===== src/hw/rtl/bplc_pkg.sv =====
package bplc_pkg;

   // Widths of the payload and register fields
   localparam int unsigned KindWidth  = 2;
   localparam int unsigned CountWidth = 16;
   localparam int unsigned DebWidth   = 8;
   localparam int unsigned IndexWidth = 3;
   localparam int unsigned DataWidth  = 16;

   // Press kinds reported on the result channel
   localparam logic [KindWidth-1:0] KIND_NONE      = 2'd0;
   localparam logic [KindWidth-1:0] KIND_SHORT     = 2'd1;
   localparam logic [KindWidth-1:0] KIND_LONG      = 2'd2;
   localparam logic [KindWidth-1:0] KIND_VERY_LONG = 2'd3;

   // Register indexes on the configuration channel
   localparam logic [IndexWidth-1:0] REG_ACTIVE_LOW    = 3'd0;
   localparam logic [IndexWidth-1:0] REG_DEBOUNCE      = 3'd1;
   localparam logic [IndexWidth-1:0] REG_WINDOW        = 3'd2;
   localparam logic [IndexWidth-1:0] REG_MAX_HOLD      = 3'd3;
   localparam logic [IndexWidth-1:0] REG_SHORT_MAX     = 3'd4;
   localparam logic [IndexWidth-1:0] REG_LONG_MIN      = 3'd5;
   localparam logic [IndexWidth-1:0] REG_VERY_LONG_MIN = 3'd6;

   typedef logic [CountWidth-1:0] count_type;
   typedef logic [DebWidth-1:0]   deb_type;
   typedef logic [KindWidth-1:0]  kind_type;

   typedef struct packed {
      logic      active_low;
      deb_type   debounce_ticks;
      count_type window_ticks;
      count_type max_hold_ticks;
      count_type short_max_ticks;
      count_type long_min_ticks;
      count_type very_long_min_ticks;
   } cfg_type;

   // Map a measured hold onto a press kind; the middle zone counts as long
   function automatic kind_type classify(count_type held, cfg_type cfg);
      kind_type kind;
      if (held >= cfg.very_long_min_ticks) begin
         kind = KIND_VERY_LONG;
      end else if (held >= cfg.long_min_ticks) begin
         kind = KIND_LONG;
      end else if (held <= cfg.short_max_ticks) begin
         kind = KIND_SHORT;
      end else begin
         kind = KIND_LONG;
      end
      return kind;
   endfunction

endpackage


===== src/hw/rtl/bplc_if.sv =====
// Tick request channel
interface bplc_req_if;
   logic valid;
   logic ready;
   logic restart;
   logic pin_level;

   modport source (output valid, output restart, output pin_level, input ready);
   modport sink (input valid, input restart, input pin_level, output ready);
endinterface

// Result channel
interface bplc_rsp_if;
   logic                               valid;
   logic                               ready;
   logic [bplc_pkg::KindWidth-1:0]     press_kind;
   logic [bplc_pkg::CountWidth-1:0]    held_ticks;

   modport source (output valid, output press_kind, output held_ticks, input ready);
   modport sink (input valid, input press_kind, input held_ticks, output ready);
endinterface

// Register write channel
interface bplc_csr_if;
   logic                               valid;
   logic                               ready;
   logic [bplc_pkg::IndexWidth-1:0]    index;
   logic [bplc_pkg::DataWidth-1:0]     data;

   modport source (output valid, output index, output data, input ready);
   modport sink (input valid, input index, input data, output ready);
endinterface


===== src/hw/rtl/bplc_core.sv =====
module bplc_core (
   input  logic                clock,
   input  logic                reset,
   input  logic                step_en,
   input  logic                restart,
   input  logic                pin_level,
   input  bplc_pkg::cfg_type   cfg,
   output logic                emit,
   output bplc_pkg::kind_type  press_kind,
   output bplc_pkg::count_type held_ticks
);
   import bplc_pkg::*;

   localparam logic [1:0] PH_WAIT     = 2'd0;
   localparam logic [1:0] PH_DEBOUNCE = 2'd1;
   localparam logic [1:0] PH_HOLD     = 2'd2;
   localparam logic [1:0] PH_DONE     = 2'd3;

   localparam count_type CountMax = '1;
   localparam deb_type   DebMax   = '1;

   logic [1:0] phase_ff, phase_in;
   count_type  window_ff, window_in;
   deb_type    debounce_ff, debounce_in;
   count_type  hold_ff, hold_in;

   logic       active;
   logic [1:0] ph;
   count_type  wc;
   deb_type    dc;
   count_type  hc;
   count_type  wc_inc;
   deb_type    dc_inc;
   count_type  hc_inc;

   // Resolve polarity
   assign active = cfg.active_low ? ~pin_level : pin_level;

   // Apply restart before evaluating the tick
   assign ph = restart ? PH_WAIT : phase_ff;
   assign wc = restart ? '0 : window_ff;
   assign dc = restart ? '0 : debounce_ff;
   assign hc = restart ? '0 : hold_ff;

   // Saturating increments
   assign wc_inc = (wc == CountMax) ? wc : wc + count_type'(1);
   assign dc_inc = (dc == DebMax) ? dc : dc + deb_type'(1);
   assign hc_inc = (hc == CountMax) ? hc : hc + count_type'(1);

   // Evaluate one tick
   always_comb begin
      phase_in    = ph;
      window_in   = wc;
      debounce_in = dc;
      hold_in     = hc;
      emit        = 1'b0;
      press_kind  = KIND_NONE;
      held_ticks  = '0;
      case (ph)
         PH_WAIT: begin
            if (wc >= cfg.window_ticks) begin
               phase_in = PH_DONE;
               emit     = 1'b1;
            end else begin
               window_in = wc_inc;
               if (active) begin
                  if (cfg.debounce_ticks == '0) begin
                     hold_in  = '0;
                     phase_in = PH_HOLD;
                  end else begin
                     debounce_in = '0;
                     phase_in    = PH_DEBOUNCE;
                  end
               end
            end
         end
         PH_DEBOUNCE: begin
            window_in   = wc_inc;
            debounce_in = dc_inc;
            if (dc_inc >= cfg.debounce_ticks) begin
               if (active) begin
                  hold_in  = '0;
                  phase_in = PH_HOLD;
               end else begin
                  phase_in = PH_WAIT;
               end
            end
         end
         PH_HOLD: begin
            if (!active || hc >= cfg.max_hold_ticks) begin
               phase_in   = PH_DONE;
               emit       = 1'b1;
               press_kind = classify(hc, cfg);
               held_ticks = hc;
            end else begin
               hold_in = hc_inc;
            end
         end
         default: begin
            phase_in = PH_DONE;
         end
      endcase
   end

   // Commit state on each processed tick
   always_ff @(posedge clock) begin
      if (reset) begin
         phase_ff    <= PH_WAIT;
         window_ff   <= '0;
         debounce_ff <= '0;
         hold_ff     <= '0;
      end else if (step_en) begin
         phase_ff    <= phase_in;
         window_ff   <= window_in;
         debounce_ff <= debounce_in;
         hold_ff     <= hold_in;
      end
   end

   // A reported result closes the detection
   a_emit_done: assert property (@(posedge clock) disable iff (reset)
      step_en && emit |=> phase_ff == PH_DONE)
      else $error("result reported without closing the detection");

   // A closed detection stays silent until restarted
   a_done_silent: assert property (@(posedge clock) disable iff (reset)
      step_en && !restart && phase_ff == PH_DONE |-> !emit)
      else $error("result from a closed detection");

   // A missed window carries no hold time
   a_none_zero: assert property (@(posedge clock) disable iff (reset)
      step_en && emit && press_kind == KIND_NONE |-> held_ticks == '0)
      else $error("none result with hold time");

   // Hold time never shrinks while holding
   a_hold_mono: assert property (@(posedge clock) disable iff (reset)
      phase_ff == PH_HOLD && !(step_en && restart) |=> hold_ff >= $past(hold_ff))
      else $error("hold count went backwards");

endmodule


===== src/hw/rtl/button_press_length_classifier.sv =====
// Channel   Port  Direction  Payload
// ticks     req   in         restart, pin_level
// results   rsp   out        press_kind, held_ticks
// registers csr   in         index (3 bits), data (16 bits)
//
// One tick request is taken every clock cycle unless the result stalls.
// The tick register feeds the classifier logic, which writes the result register.
// Reset clears the detection state and loads the register defaults; no clearing pass.
// A stalled result holds the tick register, which in turn drops req.ready.
// Register writes are taken every cycle.
module button_press_length_classifier (
   input logic       clock,
   input logic       reset,
   bplc_req_if.sink  req,
   bplc_rsp_if.source rsp,
   bplc_csr_if.sink  csr
);
   import bplc_pkg::*;

   cfg_type   cfg_ff, cfg_in;
   logic      tick_valid_ff, tick_valid_in;
   logic      restart_ff;
   logic      pin_level_ff;
   logic      rsp_valid_ff, rsp_valid_in;
   kind_type  kind_ff;
   count_type held_ff;

   logic      proceed;
   logic      emit;
   kind_type  kind;
   count_type held;

   // Advance the tick when the result slot is free or draining
   assign proceed       = tick_valid_ff && (!rsp_valid_ff || rsp.ready);
   assign req.ready     = !tick_valid_ff || proceed;
   assign tick_valid_in = (req.valid && req.ready) || (tick_valid_ff && !proceed);
   assign rsp_valid_in  = (proceed && emit) || (rsp_valid_ff && !rsp.ready);
   assign csr.ready     = 1'b1;

   // Decode register writes
   always_comb begin
      cfg_in = cfg_ff;
      if (csr.valid) begin
         case (csr.index)
            REG_ACTIVE_LOW:    cfg_in.active_low          = csr.data[0];
            REG_DEBOUNCE:      cfg_in.debounce_ticks      = csr.data[DebWidth-1:0];
            REG_WINDOW:        cfg_in.window_ticks        = csr.data;
            REG_MAX_HOLD:      cfg_in.max_hold_ticks      = csr.data;
            REG_SHORT_MAX:     cfg_in.short_max_ticks     = csr.data;
            REG_LONG_MIN:      cfg_in.long_min_ticks      = csr.data;
            REG_VERY_LONG_MIN: cfg_in.very_long_min_ticks = csr.data;
            default:           cfg_in = cfg_ff;
         endcase
      end
   end

   always_ff @(posedge clock) begin
      if (reset) begin
         cfg_ff.active_low          <= 1'b1;
         cfg_ff.debounce_ticks      <= deb_type'(30);
         cfg_ff.window_ticks        <= count_type'(3000);
         cfg_ff.max_hold_ticks      <= count_type'(10000);
         cfg_ff.short_max_ticks     <= count_type'(800);
         cfg_ff.long_min_ticks      <= count_type'(2000);
         cfg_ff.very_long_min_ticks <= count_type'(5000);
      end else begin
         cfg_ff <= cfg_in;
      end
   end

   // Capture the tick request
   always_ff @(posedge clock) begin
      if (reset) begin
         tick_valid_ff <= 1'b0;
      end else begin
         tick_valid_ff <= tick_valid_in;
      end
      if (req.valid && req.ready) begin
         restart_ff   <= req.restart;
         pin_level_ff <= req.pin_level;
      end
   end

   bplc_core u_core (
      .clock      (clock),
      .reset      (reset),
      .step_en    (proceed),
      .restart    (restart_ff),
      .pin_level  (pin_level_ff),
      .cfg        (cfg_ff),
      .emit       (emit),
      .press_kind (kind),
      .held_ticks (held)
   );

   // Hold the result until taken
   always_ff @(posedge clock) begin
      if (reset) begin
         rsp_valid_ff <= 1'b0;
      end else begin
         rsp_valid_ff <= rsp_valid_in;
      end
      if (proceed && emit) begin
         kind_ff <= kind;
         held_ff <= held;
      end
   end

   assign rsp.valid      = rsp_valid_ff;
   assign rsp.press_kind = kind_ff;
   assign rsp.held_ticks = held_ff;

   // A waiting tick is never dropped while the result stalls
   a_tick_kept: assert property (@(posedge clock) disable iff (reset)
      tick_valid_ff && !proceed |=> tick_valid_ff)
      else $error("tick request lost under stall");

   // A pending result is never overwritten
   a_no_overwrite: assert property (@(posedge clock) disable iff (reset)
      proceed && emit |-> !rsp_valid_ff || rsp.ready)
      else $error("result overwritten before delivery");

endmodule

===== src/flat_wrapper.sv =====
// flat-port wrapper written by rule: the top's interface ports become plain ports
module button_press_length_classifier_flat import bplc_pkg::*;
  (clock, reset, req_valid, req_restart, req_pin_level, req_ready, rsp_valid, rsp_press_kind, rsp_held_ticks, rsp_ready, csr_valid, csr_index, csr_data, csr_ready);
  bplc_req_if req_i ();
  bplc_rsp_if rsp_i ();
  bplc_csr_if csr_i ();
  input logic clock;
  input logic reset;
  input wire logic [$bits(req_i.valid)-1:0] req_valid;
  input wire logic [$bits(req_i.restart)-1:0] req_restart;
  input wire logic [$bits(req_i.pin_level)-1:0] req_pin_level;
  output wire logic [$bits(req_i.ready)-1:0] req_ready;
  output wire logic [$bits(rsp_i.valid)-1:0] rsp_valid;
  output wire logic [$bits(rsp_i.press_kind)-1:0] rsp_press_kind;
  output wire logic [$bits(rsp_i.held_ticks)-1:0] rsp_held_ticks;
  input wire logic [$bits(rsp_i.ready)-1:0] rsp_ready;
  input wire logic [$bits(csr_i.valid)-1:0] csr_valid;
  input wire logic [$bits(csr_i.index)-1:0] csr_index;
  input wire logic [$bits(csr_i.data)-1:0] csr_data;
  output wire logic [$bits(csr_i.ready)-1:0] csr_ready;
  assign req_i.valid = req_valid;
  assign req_i.restart = req_restart;
  assign req_i.pin_level = req_pin_level;
  assign req_ready = req_i.ready;
  assign rsp_valid = rsp_i.valid;
  assign rsp_press_kind = rsp_i.press_kind;
  assign rsp_held_ticks = rsp_i.held_ticks;
  assign rsp_i.ready = rsp_ready;
  assign csr_i.valid = csr_valid;
  assign csr_i.index = csr_index;
  assign csr_i.data = csr_data;
  assign csr_ready = csr_i.ready;
  button_press_length_classifier u_core (.clock(clock), .reset(reset), .req(req_i), .rsp(rsp_i), .csr(csr_i));
endmodule

===== config.mk =====
export PLATFORM = sky130hd
export DESIGN_NAME = button_press_length_classifier_flat
export DESIGN_NICKNAME = d
export VERILOG_FILES = /design/src/hw/rtl/bplc_pkg.sv /design/src/hw/rtl/bplc_if.sv /design/src/hw/rtl/bplc_core.sv /design/src/hw/rtl/button_press_length_classifier.sv /design/src/flat_wrapper.sv
export SDC_FILE = /design/constraint.sdc
export NUM_CORES = 1
export LEC_CHECK = 0
export BUFFER_PORTS_ARGS = -buffer_cell sky130_fd_sc_hd__buf_2
export CORE_ASPECT_RATIO = 1.5
export CORE_MARGIN = 8
export CORE_UTILIZATION = 35
export CTS_BUF_LIST = sky130_fd_sc_hd__clkbuf_8
export CTS_CLUSTER_SIZE = 30
export DETAILED_ROUTE_END_ITERATION = 6
export PLACE_DENSITY = 0.52
export SLEW_MARGIN = 20
export SYNTH_ARGS = -nofsm -noshare
export SYNTH_HDL_FRONTEND = slang
export SYNTH_SLANG_ARGS = --single-unit
export TNS_END_PERCENT = 30

===== constraint.sdc =====
create_clock -name clock -period 12.7 [get_ports clock]
set_input_delay 1.27 -clock clock [delete_from_list [all_inputs] [get_ports clock]]
set_output_delay 1.27 -clock clock [all_outputs]
set_load 0.01 [all_outputs]

==> impl_metrics.csv, run 1 <==
group,metric,value,unit
cts,cts.path.max_buffers,2,
detailed_routing,viasPerCell,5.338,
final_layout,syn_to_final_growth,9.975,%
power,clock_power_share,38.2,%
power,switchingPower,0.2684,mW
cts,cts_buffers,17,
cts,clkSlewWorstSetupHoldPaths,80,ps
synth,syn_inst,1115,
final_layout,fin_util,38.69,%
final_layout,diodes,0,
setup_path,cp.arrival,4760,ps
power,ir_worst_vdd,0.00006241,V
sta,worst_slack,8049,ps
floorplanning,initial_core_util,35.18,%
sta,setup_viol,0,
sta,holdWs,458.5,ps
cts,cts_root_buffer,"clkbuf_8",
final_layout,most-common-layout-cells,"206 x nand2_1, 133 x dfxtp_1, 109 x a21oi_1",
cts,cts_resized,0,
final_layout,drive_gt1_share,8.737,%
final_layout,fin_nets,1260,
min_path,hold_class,"reg -> reg",
power,power_leakage,4.052,nW
detailed_routing,routed_wirelength,28380,microns
synth,syn_nets,1232,
global_routing,busiest_layer,"met2",
global_routing,use_met3,2.726,%
synth,synth_top_area_cell,"dfxtp_1",
setup_path,end_kind,"register",
global_routing,use_met1,19.68,%
cts,h-tree-depth,4,
status,outcome,"finished, final reports clean",
synth,synthTopCellsByArea,"dfxtp_1 30%, ha_1 13%, nand2_1 8.6%",
cts,clock-sinks,153,
power,pwr-share-seq,53.0,%
placed_design,io_buffers,45,
sta,grt_setup_unrepaired,"no",
floorplanning,rows,72,
floorplanning,die_h,212.1,microns
flow_run,max-cap-violations,0,
placed_design,place_worst_setup_slack,8093,ps
synth,synth.top_cell.area_share,29.69,%
power,p_per_area,96.40,nW/um^2
placed_design,post_dp_cell_area,9493,sq um
final_layout,fin_area,9863,sq um
setup_path,cp.required,12810,ps
setup_path,criticalPathCategory,"reg -> reg",
detailed_routing,firstDrtPassIters,5,
synth,synth.ff_latch_count,153,
synth,ys_seq_area_share,36.38,%
sta,setup_tns,0,ps
synth,yosysUniqueCellTypes,72,
synth,synth-edff-count,20,
setup_path,path_max_fanout,48,
cts,cts_setup_buffers,0,
sta,hold_violations,0,
global_routing,grt-ovfl-total,0,
placed_design,gp_congestion,0.8786,
sta,maxSlewHeadroom,30.04,%
cts,hold_buffers,0,
floorplanning,core_area,25490,sq um
floorplanning,io_pins,47,
synth,synthArstFlopShare,0,%
synth,yosysWarnings,0,
power,power.share.combinational,8.8,%
floorplanning,die_x,146.7,microns
detailed_routing,first_iter_violations,493,
power,internal_power,0.6824,mW
sta,min_period,4651,ps
global_routing,grt_pass1_wl,43880,microns
global_routing,antenna_found_initial,0,
sta,timing.fmax,215.0,MHz
placed_design,dpl.hpwl,21130,microns
power,switching_share,28.23,%
detailed_routing,vias,7948,
detailed_routing,post-route-drc-count,0,
global_routing,use_met2,34.84,%
detailed_routing,drtAntennaViolNets,0,
detailed_routing,detail_route.wl_per_cell,19.06,microns
global_routing,grt_usage,18.43,%
floorplanning,die_area,31110,sq um
global_routing,grt_max_degree,68,
sta,fin_skew,15.16,ps
setup_path,cp-start-kind,"register",
global_routing,grt_pass1_vias,7628,
cts,clkLatencyLatePin,480,ps
synth,synth_ff_type,"dfxtp_1",
synth,syn-cell-area,8969,sq um
sta,slew_viol_final,0,
synth,avgSynthCellArea,8.044,sq um
sta,worstMarginPinSlew,1047,ps
cts,cts_tree,"yes",
final_layout,final_common_cell,"nand2_1",
sta,fin_crit_sh,36.62,%
## final timing paths
| check | cells after the start | start | to | slack (ps) |
|---|---|---|---|---|
| worst max-delay path | 11 | u_core.restart_ff$_DFFE_PP_ | u_core.rsp.held_ticks[13]$_SDFFCE_PP0P_ | 8050 |
| worst min-delay path | 2 | u_core.cfg_ff[17]$_SDFFE_PP0P_ | u_core.cfg_ff[17]$_SDFFE_PP0P_ | 460 |
| worst max register to register | 11 | u_core.restart_ff$_DFFE_PP_ | u_core.rsp.held_ticks[13]$_SDFFCE_PP0P_ | 8050 |
| worst min register to register | 2 | u_core.cfg_ff[17]$_SDFFE_PP0P_ | u_core.cfg_ff[17]$_SDFFE_PP0P_ | 460 |
## final cells by class
cell class	instances	area, sq um
fillers	2622	15630
multi-input cells	808	5107
flip-flops and latches	153	3263
well taps	333	416.7
inverters	108	405.4
repair buffers	55	300.3
clock buffers	18	247.7
clock inverters	14	122.6
## logic make-up after synthesis
family / after synthesis / synth area share (%)
XOR/XNOR: 6 / 0.5860
buffers and inverters: 154 / 6.724
flip-flops: 153 / 36.38
AO/OA/AOI/OAI: 277 / 20.48
AND/OR/NAND/NOR: 431 / 22.85
multiplexers: 2 / 0.2372
other: 1 / 0.04181
adder cells (fa/ha/maj): 91 / 12.70
## synthesized netlist by cell type, types with 4 or more instances
library cell and count:
clkbuf_1 39, dfxtp_1 133, a311oi_1 4, nor3_1 16, a31oi_1 13, nand2b_1 11
nand3_1 28, a41oi_1 5, inv_1 108, o21ai_0 33, nor2_1 50, nand4_1 20
a22o_1 8, nor2b_1 34, and2_1 15, a211oi_1 9, nor4_1 11, ha_1 91
and4_1 6, o211ai_1 34, nand2_1 206, edfxtp_1 20, and3_1 16, a21o_1 14
a21boi_0 6, a21oi_1 109
## stage by stage
stage	cells	total power [mW]
floorplan	1115	0.5659
global placement	1457	0.5987
detailed placement	1457	0.5989
CTS	1489	0.9634
global route	1489	0.9913
finish	1489	0.9508
## layer usage
layer | vias to the layer above | routed length, microns
met5 | - | 0
met4 | 0 | 1060
met3 | 50 | 788
met2 | 174 | 15220
met1 | 3739 | 11320
li1 | 3985 | -
## critical path, stage by stage (launching register included)
cell	delay [ps]
edfxtp_1	330
buf_4	440
inv_1	480
nand2_1	230
inv_1	80
ha_1	280
o21a_1	120
nor2_1	40
or4b_1	620
a31oi_1	840
o21ai_0	230
inv_1	550
## state kept, by name, summed over array words and instances, names as in the netlist, 2 cells and up
name	cells
u_core.u_core.hold_ff	16
u_core.u_core.window_ff	16
u_core.u_core.debounce_ff	8
u_core.u_core.phase_ff	2
u_core.rsp.held_ticks	16
u_core.rsp.press_kind	2
u_core.cfg_ff	89
## power groups by stage
stage | Sequential [mW] | Clock [mW] | Combinational, mW
2_1_floorplan | 0.513 | 0 | 0.0530
3_3_place_gp | 0.515 | 0 | 0.0838
3_5_place_dp | 0.515 | 0 | 0.0840
4_1_cts | 0.504 | 0.375 | 0.0843
5_1_grt | 0.505 | 0.394 | 0.0925
6_report | 0.504 | 0.363 | 0.0840
No activity file was read; power rests on OpenSTA's default activity.
==> run 2, diff against run 1 <==
==> constraint.sdc (replaced) <==
create_clock -name clock -period 4.5 [get_ports clock]
set_input_delay 0.45 -clock clock [delete_from_list [all_inputs] [get_ports clock]]
set_output_delay 0.45 -clock clock [all_outputs]
set_load 0.01 [all_outputs]
==> impl_metrics.csv, run 2 (synthesis gave the netlist of run 1 again) <==
group,metric,value,unit
sta,worst_slack,451.9,ps
detailed_routing,firstDrtPassIters,5,
cts,cts_tree,"yes",
cts,clkLatencyLatePin,470,ps
global_routing,grt_usage,18.25,%
power,p_per_area,272.2,nW/um^2
final_layout,most-common-layout-cells,"206 x nand2_1, 133 x dfxtp_1, 111 x inv_1",
min_path,hold_class,"in -> reg",
final_layout,final_common_cell,"nand2_1",
cts,cts_buffers,17,
setup_path,crit_path_start,"u_core.restart_ff$_DFFE_PP_",
detailed_routing,first_iter_violations,536,
placed_design,gp_congestion,0.9008,
global_routing,grt_max_degree,67,
power,p_total,2.724,mW
detailed_routing,drtAntennaViolNets,0,
final_layout,fin_nets,1276,
cts,cts_setup_buffers,0,
cts,clkSlewWorstSetupHoldPaths,90,ps
floorplanning,initial_core_util,35.18,%
sta,maxSlewHeadroom,36.29,%
status,outcome,"finished, final reports clean",
sta,timing.fmax,247.0,MHz
final_layout,drive_gt1_share,9.812,%
flow_run,max-cap-violations,0,
cts,cts_root_buffer,"clkbuf_8",
setup_path,reg2reg_slack,450,ps
min_path,min-delay-start,"req_pin_level",
floorplanning,rows,72,
global_routing,grt-ovfl-total,0,
final_layout,regMostFlops,"u_core.cfg_ff",
detailed_routing,routed_wirelength,28130,microns
floorplanning,die_x,146.7,microns
sta,setup_viol,0,
floorplanning,die_area,31110,sq um
detailed_routing,vias,8029,
detailed_routing,viasPerCell,5.335,
final_layout,diodes,0,
final_layout,syn_to_final_growth,11.59,%
global_routing,grt_pass1_wl,43830,microns
sta,worstMarginPinSlew,948.4,ps
floorplanning,core_area,25490,sq um
sta,min_period,4048,ps
detailed_routing,post-route-drc-count,0,
floorplanning,io_pins,47,
placed_design,dpl.hpwl,21240,microns
sta,slew_viol_final,0,
setup_path,cp.arrival,4410,ps
sta,setup_tns,0,ps
power,power_leakage,4.162,nW
setup_path,end_kind,"register",
setup_path,regToRegStartpoint,"u_core.restart_ff$_DFFE_PP_",
setup_path,path_max_fanout,9,
detailed_routing,detail_route.wl_per_cell,18.69,microns
setup_path,criticalPathCategory,"reg -> reg",
cts,cts.path.max_buffers,2,
global_routing,grt_pass1_vias,7914,
sta,hold_violations,0,
cts,cts_resized,0,
final_layout,largest_reg_flops,89,
cts,clock-sinks,153,
final_layout,fin_util,39.26,%
cts,h-tree-depth,4,
sta,grt_setup_unrepaired,"no",
power,ir_worst_vdd,0.0001829,V
sta,fin_crit_sh,89.96,%
global_routing,antenna_found_initial,0,
placed_design,io_buffers,45,
floorplanning,die_h,212.1,microns
sta,fin_skew,12.92,ps
setup_path,cp.required,4860,ps
setup_path,cp-start-kind,"register",
placed_design,place_worst_setup_slack,533.2,ps
cts,hold_buffers,0,
-- run 2: changes by cell type in the layout (fill, tap and decap cells not counted) --
cell,before,now
buf_4,10,26
bufinv_16,1,2
clkbuf_8,18,19
clkinv_1,1,0
clkinvlp_4,3,1
inv_1,108,111
inv_6,3,1
nor3_2,1,0
nor3_4,0,1
-- run 2: per-layer routing --
| layer | GRT usage, % | share of wire (%) |
|---|---|---|
| met1 | 19.11 | 39 |
| met2 | 34.34 | 53 |
| met3 | 2.620 | 2.6 |
| met4 | 10.12 | 4.8 |
| met5 | 0 | 0 |
-- run 2: worst paths after layout --
check,endpoint,cells past startpoint
max,u_core.u_core.hold_ff[4]$_SDFFE_PP0P_,15
min,u_core.pin_level_ff$_DFFE_PP_,1
max reg2reg,u_core.u_core.hold_ff[4]$_SDFFE_PP0P_,15
min reg2reg,u_core.cfg_ff[43]$_SDFFE_PP0P_,2
-- run 2: critical path, stage by stage (launching register included) --
cell and delay (ps):
edfxtp_1 540, nor2b_1 270, ha_1 250, and3_1 220
nand3_1 210, nand4_1 170, xor2_1 150, nor2_1 80
ha_1 290, and3_1 170, a221o_1 140, a31oi_1 60
o21ai_0 530, o211ai_2 280, and2_1 280, a211o_1 290
-- run 2: layout make-up --
| class | count | area [sq um] |
|---|---|---|
| clock buffer | 19 | 261.5 |
| sequential | 153 | 3263 |
| multi-input combinational | 808 | 5114 |
| clock inverter | 13 | 127.6 |
| inverter | 108 | 405.4 |
| tap | 333 | 416.7 |
| fill | 2695 | 15490 |
| timing repair buffer | 71 | 420.4 |
-- run 2: through the flow --
step	hold slack, ps	cells	cell area [sq um]
finish	155.2	1505	10010
global route	141.6	1505	10010
CTS	122.9	1505	10000
detailed placement	447.2	1473	9613
global placement	441.9	1473	9613
floorplan	436.3	1115	8969
-- run 2: report_power, final --
part	internal [mW]	total [mW]	switching, mW	leakage (nW)
clock	0.518	1.06	0.541	0.211
combinational	0.0718	0.243	0.171	2.67
sequential	1.41	1.42	0.0173	1.28
==> run 3, diff against run 2 <==
--- a/config.mk
+++ b/config.mk
@@ -5,14 +5,16 @@
 export SDC_FILE = /design/constraint.sdc
 export NUM_CORES = 1
 export LEC_CHECK = 0
+export ABC_AREA = 1
 export BUFFER_PORTS_ARGS = -buffer_cell sky130_fd_sc_hd__buf_2
 export CORE_ASPECT_RATIO = 1.5
-export CORE_MARGIN = 8
+export CORE_MARGIN = 2
 export CORE_UTILIZATION = 35
 export CTS_BUF_LIST = sky130_fd_sc_hd__clkbuf_8
 export CTS_CLUSTER_SIZE = 30
 export DETAILED_ROUTE_END_ITERATION = 6
-export PLACE_DENSITY = 0.52
+export PLACE_DENSITY = 0.51
+export SKIP_LAST_GASP = 1
 export SLEW_MARGIN = 20
 export SYNTH_ARGS = -nofsm -noshare
 export SYNTH_HDL_FRONTEND = slang
==> impl_metrics.csv, run 3 <==
group,metric,value,unit
detailed_routing,first_iter_violations,536,
detailed_routing,viasPerCell,5.078,
sta,timing.fmax,278.5,MHz
final_layout,largest_reg_flops,89,
setup_path,criticalPathCategory,"reg -> reg",
synth,ys_seq_area_share,33.03,%
flow_run,max-cap-violations,0,
synth,yosysUniqueCellTypes,44,
cts,hold_buffers,0,
power,p_per_area,280.7,nW/um^2
synth,syn_nets,1535,
floorplanning,io_pins,47,
setup_path,cp.arrival,4030,ps
floorplanning,rows,75,
cts,clkLatencyLatePin,500,ps
sta,worstMarginPinSlew,943.5,ps
final_layout,regMostFlops,"u_core.cfg_ff",
synth,yosysWarnings,0,
cts,clkSlewWorstSetupHoldPaths,90,ps
synth,synth_top_area_cell,"dfxtp_1",
synth,synth.top_cell.area_share,26.95,%
global_routing,grt_usage,22.29,%
setup_path,end_kind,"register",
cts,cts_resized,0,
final_layout,diodes,0,
synth,synth_ff_type,"dfxtp_1",
cts,cts.path.max_buffers,2,
floorplanning,die_x,141.2,microns
final_layout,most-common-layout-cells,"258 x nand2_1, 230 x inv_1, 152 x a21oi_1",
cts,h-tree-depth,4,
cts,cts_tree,"yes",
synth,syn-cell-area,9878,sq um
cts,cts_root_buffer,"clkbuf_8",
placed_design,gp_congestion,0.9020,
detailed_routing,firstDrtPassIters,5,
floorplanning,die_area,29610,sq um
floorplanning,initial_core_util,35.44,%
global_routing,grt_max_degree,90,
detailed_routing,drtAntennaViolNets,0,
sta,fin_skew,20.81,ps
detailed_routing,detail_route.wl_per_cell,17.54,microns
global_routing,use_met2,40.21,%
floorplanning,die_h,209.8,microns
sta,grt_setup_unrepaired,"no",
sta,worst_slack,908.7,ps
power,ir_worst_vdd,0.0002141,V
status,outcome,"finished, final reports clean",
synth,synth.ff_latch_count,153,
global_routing,grt-ovfl-total,0,
global_routing,busiest_layer,"met2",
sta,setup_tns,0,ps
min_path,hold_class,"in -> reg",
detailed_routing,vias,9232,
synth,avgSynthCellArea,6.966,sq um
cts,cts_setup_buffers,0,
sta,maxSlewHeadroom,36.87,%
setup_path,cp-start-kind,"register",
global_routing,grt_pass1_vias,8973,
final_layout,drive_gt1_share,9.986,%
power,power_leakage,5.010,nW
synth,synth.most_common_cell,"nand2_1",
placed_design,io_buffers,45,
global_routing,grt_pass1_wl,50160,microns
sta,slew_viol_final,0,
detailed_routing,post-route-drc-count,0,
sta,min_period,3591,ps
placed_design,dpl.hpwl,24040,microns
cts,cts_buffers,17,
global_routing,antenna_found_initial,0,
synth,synthArstFlopShare,0,%
final_layout,fin_nets,1576,
sta,hold_violations,0,
synth,syn_inst,1418,
synth,synth_commonest_cells,"258 x nand2_1, 228 x inv_1, 152 x a21oi_1, 133 x dfxtp_1, 124 x nor2_1",
placed_design,place_worst_setup_slack,959.0,ps
sta,setup_viol,0,
cts,clock-sinks,153,
setup_path,path_max_fanout,25,
global_routing,use_met3,3.605,%
final_layout,syn_to_final_growth,10.01,%
synth,synth-edff-count,20,
synth,synthTopCellsByArea,"dfxtp_1 27%, ha_1 12%, nand2_1 9.8%",
sta,fin_crit_sh,79.81,%
detailed_routing,routed_wirelength,31900,microns
setup_path,cp.required,4940,ps
floorplanning,core_area,27870,sq um
final_layout,final_common_cell,"nand2_1",
global_routing,use_met1,25.61,%
[run 3: layout make-up]
cell class | count | area [sq um]
Clock buffer | 20 | 275.3
Timing Repair Buffer | 68 | 410.4
Sequential cell | 153 | 3263
Fill cell | 3008 | 17000
Multi-Input combinational cell | 981 | 5490
Inverter | 238 | 895.9
Clock inverter | 12 | 98.84
Tap cell | 346 | 432.9
[run 3: power breakdown]
group / internal [mW] / total [mW] / switching [mW]
clock: 0.477 / 1.03 / 0.556
sequential: 1.44 / 1.47 / 0.0316
combinational: 0.167 / 0.544 / 0.377
[run 3: worst paths after layout]
path                             startpoint                                      to  slack, ps  cells after the start
max             u_core.restart_ff$_DFFE_PP_  u_core.u_core.hold_ff[15]$_SDFFE_PP0P_        910                     17
min                             req_restart             u_core.restart_ff$_DFFE_PP_        140                      1
max reg2reg     u_core.restart_ff$_DFFE_PP_  u_core.u_core.hold_ff[15]$_SDFFE_PP0P_        910                     17
min reg2reg  u_core.cfg_ff[19]$_SDFFE_PP0P_          u_core.cfg_ff[19]$_SDFFE_PP0P_        460                      2
[run 3: worst max-delay path, cell delays in order (launching register included)]
cell,delay (ps)
edfxtp_1,430
buf_4,300
nor2_1,240
ha_1,250
nor3b_2,260
nand2_2,150
o21ai_1,180
inv_1,60
ha_1,300
a21oi_1,140
o21ai_0,80
nand2_1,60
nand4_1,110
nand2_1,430
inv_1,170
o21ai_0,180
nor2_1,60
a21oi_1,110
[run 3: cell families after synthesis]
kind of cell	count (synthesis)	synth area share, %
flops	153	33.03
buf+inv	284	11.39
fa+ha+maj	91	11.53
simple gates	549	24.76
xor+xnor	19	1.685
other cells	1	0.03796
compound gates	321	17.57
[run 3: layer usage]
metal,wire length [microns],vias to the layer above
li1,-,4746
met1,12980,4225
met2,16480,204
met3,1227,57
met4,1209,0
met5,0,-
[run 3: through the flow]
stage	hold slack, ps	util (%)	total power, mW	cells	instance area, sq um
6_report	138.3	38.99	3.050	1818	10870
5_1_grt	109.6	38.99	3.222	1818	10870
4_1_cts	101.8	38.99	3.094	1818	10870
3_5_place_dp	452.0	37.65	2.048	1786	10490
3_3_place_gp	445.6	37.65	2.043	1786	10490
2_1_floorplan	433.1	-	1.862	1418	9878
